File: src/sv/quaternion_orientation_update_defines.svh
// Assertion macros for the quaternion orientation update block
`ifndef QUATERNION_ORIENTATION_UPDATE_DEFINES_SVH
`define QUATERNION_ORIENTATION_UPDATE_DEFINES_SVH
// implication checked on every rising clock edge outside reset
`define QOU_ASSERT_IMP(label, clk, rst_n, a, c) \
	label: assert property (@(posedge clk) disable iff (!rst_n) (a) |-> (c)) \
		else $error("assertion failed");
// next-cycle implication
`define QOU_ASSERT_NXT(label, clk, rst_n, a, c) \
	label: assert property (@(posedge clk) disable iff (!rst_n) (a) |=> (c)) \
		else $error("assertion failed");
`endif

File: src/sv/qou_mac.sv
// Shared multiply-accumulate unit: one signed 17x17 product per cycle
module qou_mac (
	input  logic               clk,
	input  logic               clr,
	input  logic               en,
	input  logic               neg,
	input  logic signed [16:0] a,
	input  logic signed [16:0] b,
	output logic signed [47:0] acc
);
	logic signed [33:0] prod_s1;
	logic               neg_s1;
	logic               en_s1;

	always_ff @(posedge clk) begin
		prod_s1 <= a * b;
		neg_s1  <= neg;
		en_s1   <= en;
		if (clr)
			acc <= '0;
		else if (en_s1)
			acc <= neg_s1 ? acc - 48'(prod_s1) : acc + 48'(prod_s1);
	end
endmodule

File: config.mk
export PLATFORM = sky130hd
export DESIGN_NAME = qou_mac
export DESIGN_NICKNAME = d
export VERILOG_FILES = /design/src/sv/quaternion_orientation_update_defines.svh /design/src/sv/qou_mac.sv
export SDC_FILE = /design/constraint.sdc
export NUM_CORES = 1
export LEC_CHECK = 0
export BUFFER_PORTS_ARGS = -buffer_cell sky130_fd_sc_hd__buf_2
export CAP_MARGIN = 20
export CELL_PAD_IN_SITES_DETAIL_PLACEMENT = 1
export CELL_PAD_IN_SITES_GLOBAL_PLACEMENT = 2
export CORE_MARGIN = 5
export CORE_UTILIZATION = 40
export CTS_CLUSTER_DIAMETER = 150
export DETAILED_ROUTE_END_ITERATION = 8
export GPL_TIMING_DRIVEN = 0
export MAX_ROUTING_LAYER = met4
export PLACE_DENSITY_LB_ADDON = 0.08
export SLEW_MARGIN = 0
export SYNTH_ARGS = -nofsm -noshare
export SYNTH_HDL_FRONTEND = slang
export SYNTH_SLANG_ARGS = --single-unit
export TNS_END_PERCENT = 10
File: constraint.sdc
create_clock -name clk -period 7.03 [get_ports clk]
set_input_delay 0.703 -clock clk [delete_from_list [all_inputs] [get_ports clk]]
set_output_delay 0.703 -clock clk [all_outputs]
set_load 0.05 [all_outputs]
==> results.py <==
metrics = {
    "timing": {
        "worstMarginPinSlew_ns": 0.908,
        "rsz0062_at_grt": "true",
        "maxSlewViolCount": 0,
        "setup_viol": 0,
        "slew_headroom_pct": 37.9,
        "min_period_ns": 6.61,
        "hold_viol_final": 0,
        "finalCritPeriodShare_pct": 94.1,
        "fmax_ghz": 0.151,
        "finClkSkew_ns": 0.0146,
    },
    "finish": {
        "n_antenna_cell": 0,
        "utilization_pct": 43.6,
        "final_nets": 2472,
        "syn_to_final_growth_pct": 8.33,
        "final_common_cell": "inv_1",
        "drive_above_1_share_pct": 6.92,
        "mostFrequentLayoutCells": "inv_1, fa_1, nand2_1",
    },
    "clocking": {
        "cts_root_buf": "clkbuf_16",
        "insertion_delay_ns": 0.36,
        "cts_inserted_buffers": 9,
        "cts_tree": "built",
        "cts_buffer_depth": 2,
        "clkTransAtPathRegs_ns": 0.06,
        "cts.sinks": 84,
        "htreeDepth": 3,
    },
    "critical_path": {
        "path_class": "in2reg",
        "endpoint_kind": "register",
        "critPathLaunchType": "primary input",
        "path_max_fanout": 10,
        "required_ns": 7.27,
        "crit_start": "b[4]",
        "cp.arrival_ns": 6.85,
        "r2r-start": "prod_s1[0]",
    },
    "global_route": {
        "grt_remaining_overflow": 0,
        "grt_pass1_vias": 14400,
        "met3_usage_pct": 1.49,
        "track_usage_pct": 22.4,
        "grt-busiest-layer": "met2",
        "grtUsageMet2_pct": 38.3,
        "antenna_found_initial": 0,
        "grt_pass1_wl_microns": 80200,
        "grt_max_degree": 18,
        "gr-usage-met1_pct": 29.9,
    },
    "placed_design": {
        "globalplace.congestion": 0.907,
        "port_buffers": 81,
        "hpwlAfterDp_microns": 43400,
    },
    "die": {
        "die_w_microns": 215,
        "rows": 75,
        "io_pins": 86,
        "die_area_sq_um": 46200,
        "core_sq_um": 41800,
        "die_y_microns": 215,
        "start_util_pct": 40.2,
    },
    "route": {
        "dr.pass1.iters": 5,
        "wirelength_microns": 48800,
        "drt_iter0_markers": 467,
        "wl_per_cell_microns": 19.1,
        "ant_nets": 0,
        "drc": 0,
        "routed_via_density": 5.11,
        "num_vias": 13000,
    },
    "synthesis": {
        "async_reset_ff_share_pct": 0,
        "ys_ff_latch": 84,
        "postSynthNetCount": 2383,
        "synth.distinct_cells": 72,
        "synth-seq-area-share_pct": 10.0,
        "synthTopCellsByArea": "fa_1, dfxtp_1, ha_1",
        "synth_top_area_share_pct": 35.4,
        "synthCells": 1915,
        "yosysWarnings": 0,
        "syn-cell-area_sq_um": 16800,
        "synth_edf_count": 0,
        "dominantRegCellSynth": "dfxtp_1",
        "yosysTopAreaCell": "fa_1",
        "avgSynthCellArea_sq_um": 8.77,
    },
    "min_path": {
        "worst_hold_path_type": "in2reg",
        "min_from": "neg",
    },
    "job": {
        "cap_violations": 0,
    },
    "run_status": {
        "status": "completed",
    },
}
through the flow:
step	setup TNS [ns]	worst slack (ns)	hold slack [ns]	area, sq um	cells
2_1_floorplan	0	0.699	0.550	16800	1915
3_3_place_gp	-2.16	-0.519	0.481	17900	2535
3_5_place_dp	-2.80	-0.586	0.492	17900	2535
4_1_cts	0	0.0483	0.426	18200	2549
5_1_grt	-0.0148	-0.0140	0.426	18200	2547
6_report	0	0.415	0.447	18200	2547
final cells by class:
class	instances	area (sq um)
Inverter	359	1350
Buffer	65	260
Clock buffer	11	243
Tap cell	539	674
Sequential cell	84	1680
Fill cell	4981	23600
Clock inverter	4	50.0
Timing Repair Buffer	85	435
Multi-Input combinational cell	1400	13500
flip-flops by register name, summed over array words and instances (netlist names):
name	cells
acc	48
en_s1	1
neg_s1	1
prod_s1	34
what timing repair did:
item                       CTS  global route
pin swaps                    0             1
setup endpoints to repair    2            10
buffers inserted             0             4
resized for setup            2            14
hold buffers                 0             0
metal layers:
| metal | vias to the layer above | wire, microns |
|---|---|---|
| li1 | 6182 | - |
| met1 | 6633 | 23200 |
| met2 | 162 | 23700 |
| met3 | 34 | 1060 |
| met4 | 0 | 804 |
| met5 | - | 0 |
path summary, 6_finish.rpt:
kind / end / slack (ns) / cells past startpoint
worst min register to register: acc[38] / 0.50 / 2
worst max register to register: acc[47] / 1.71 / 21
worst min-delay path: neg_s1 / 0.45 / 1
worst max-delay path: prod_s1[32] / 0.42 / 24
cell usage after synthesis, drive strengths merged, types with 9 or more instances:
master  instances
inv           359
fa            297
nand2         178
and2          151
ha            133
a21oi         110
nor2          109
xnor2          86
dfxtp          84
clkbuf         62
o21ai          38
a21o           35
mux2i          27
nor3           23
xor2           23
nand2b         21
nand3          16
nand4          15
o21a           14
a211oi         11
nor2b          11
buf            10
o21bai          9
cell families after synthesis:
group	after synthesis	share of synthesized area [%]
flops	84	10.0
compound gates	279	11.2
buf+inv	431	9.68
xor+xnor	109	5.69
fa+ha+maj	430	45.3
simple gates	555	16.4
mux	27	1.68
worst max-delay path: stages:
cell and delay (ns):
buf_2 0.19, clkbuf_1 0.42, nand2_1 0.13, fa_1 0.48, fa_1 0.54, fa_1 0.54, inv_1 0.06, fa_1 0.49
fa_1 0.49, inv_1 0.05, fa_1 0.48, inv_1 0.04, ha_1 0.27, clkbuf_1 0.17, a21oi_1 0.16, a21boi_0 0.09
o21ai_0 0.17, nand2b_1 0.09, a211oi_1 0.29, nor2_1 0.14, a31o_2 0.32, a21oi_1 0.23, o21ai_0 0.15, xor2_1 0.15
Power is left out: the tool's default activity adds up to more than one toggle a clock period on the data nets, which glitch-free logic cannot reach.
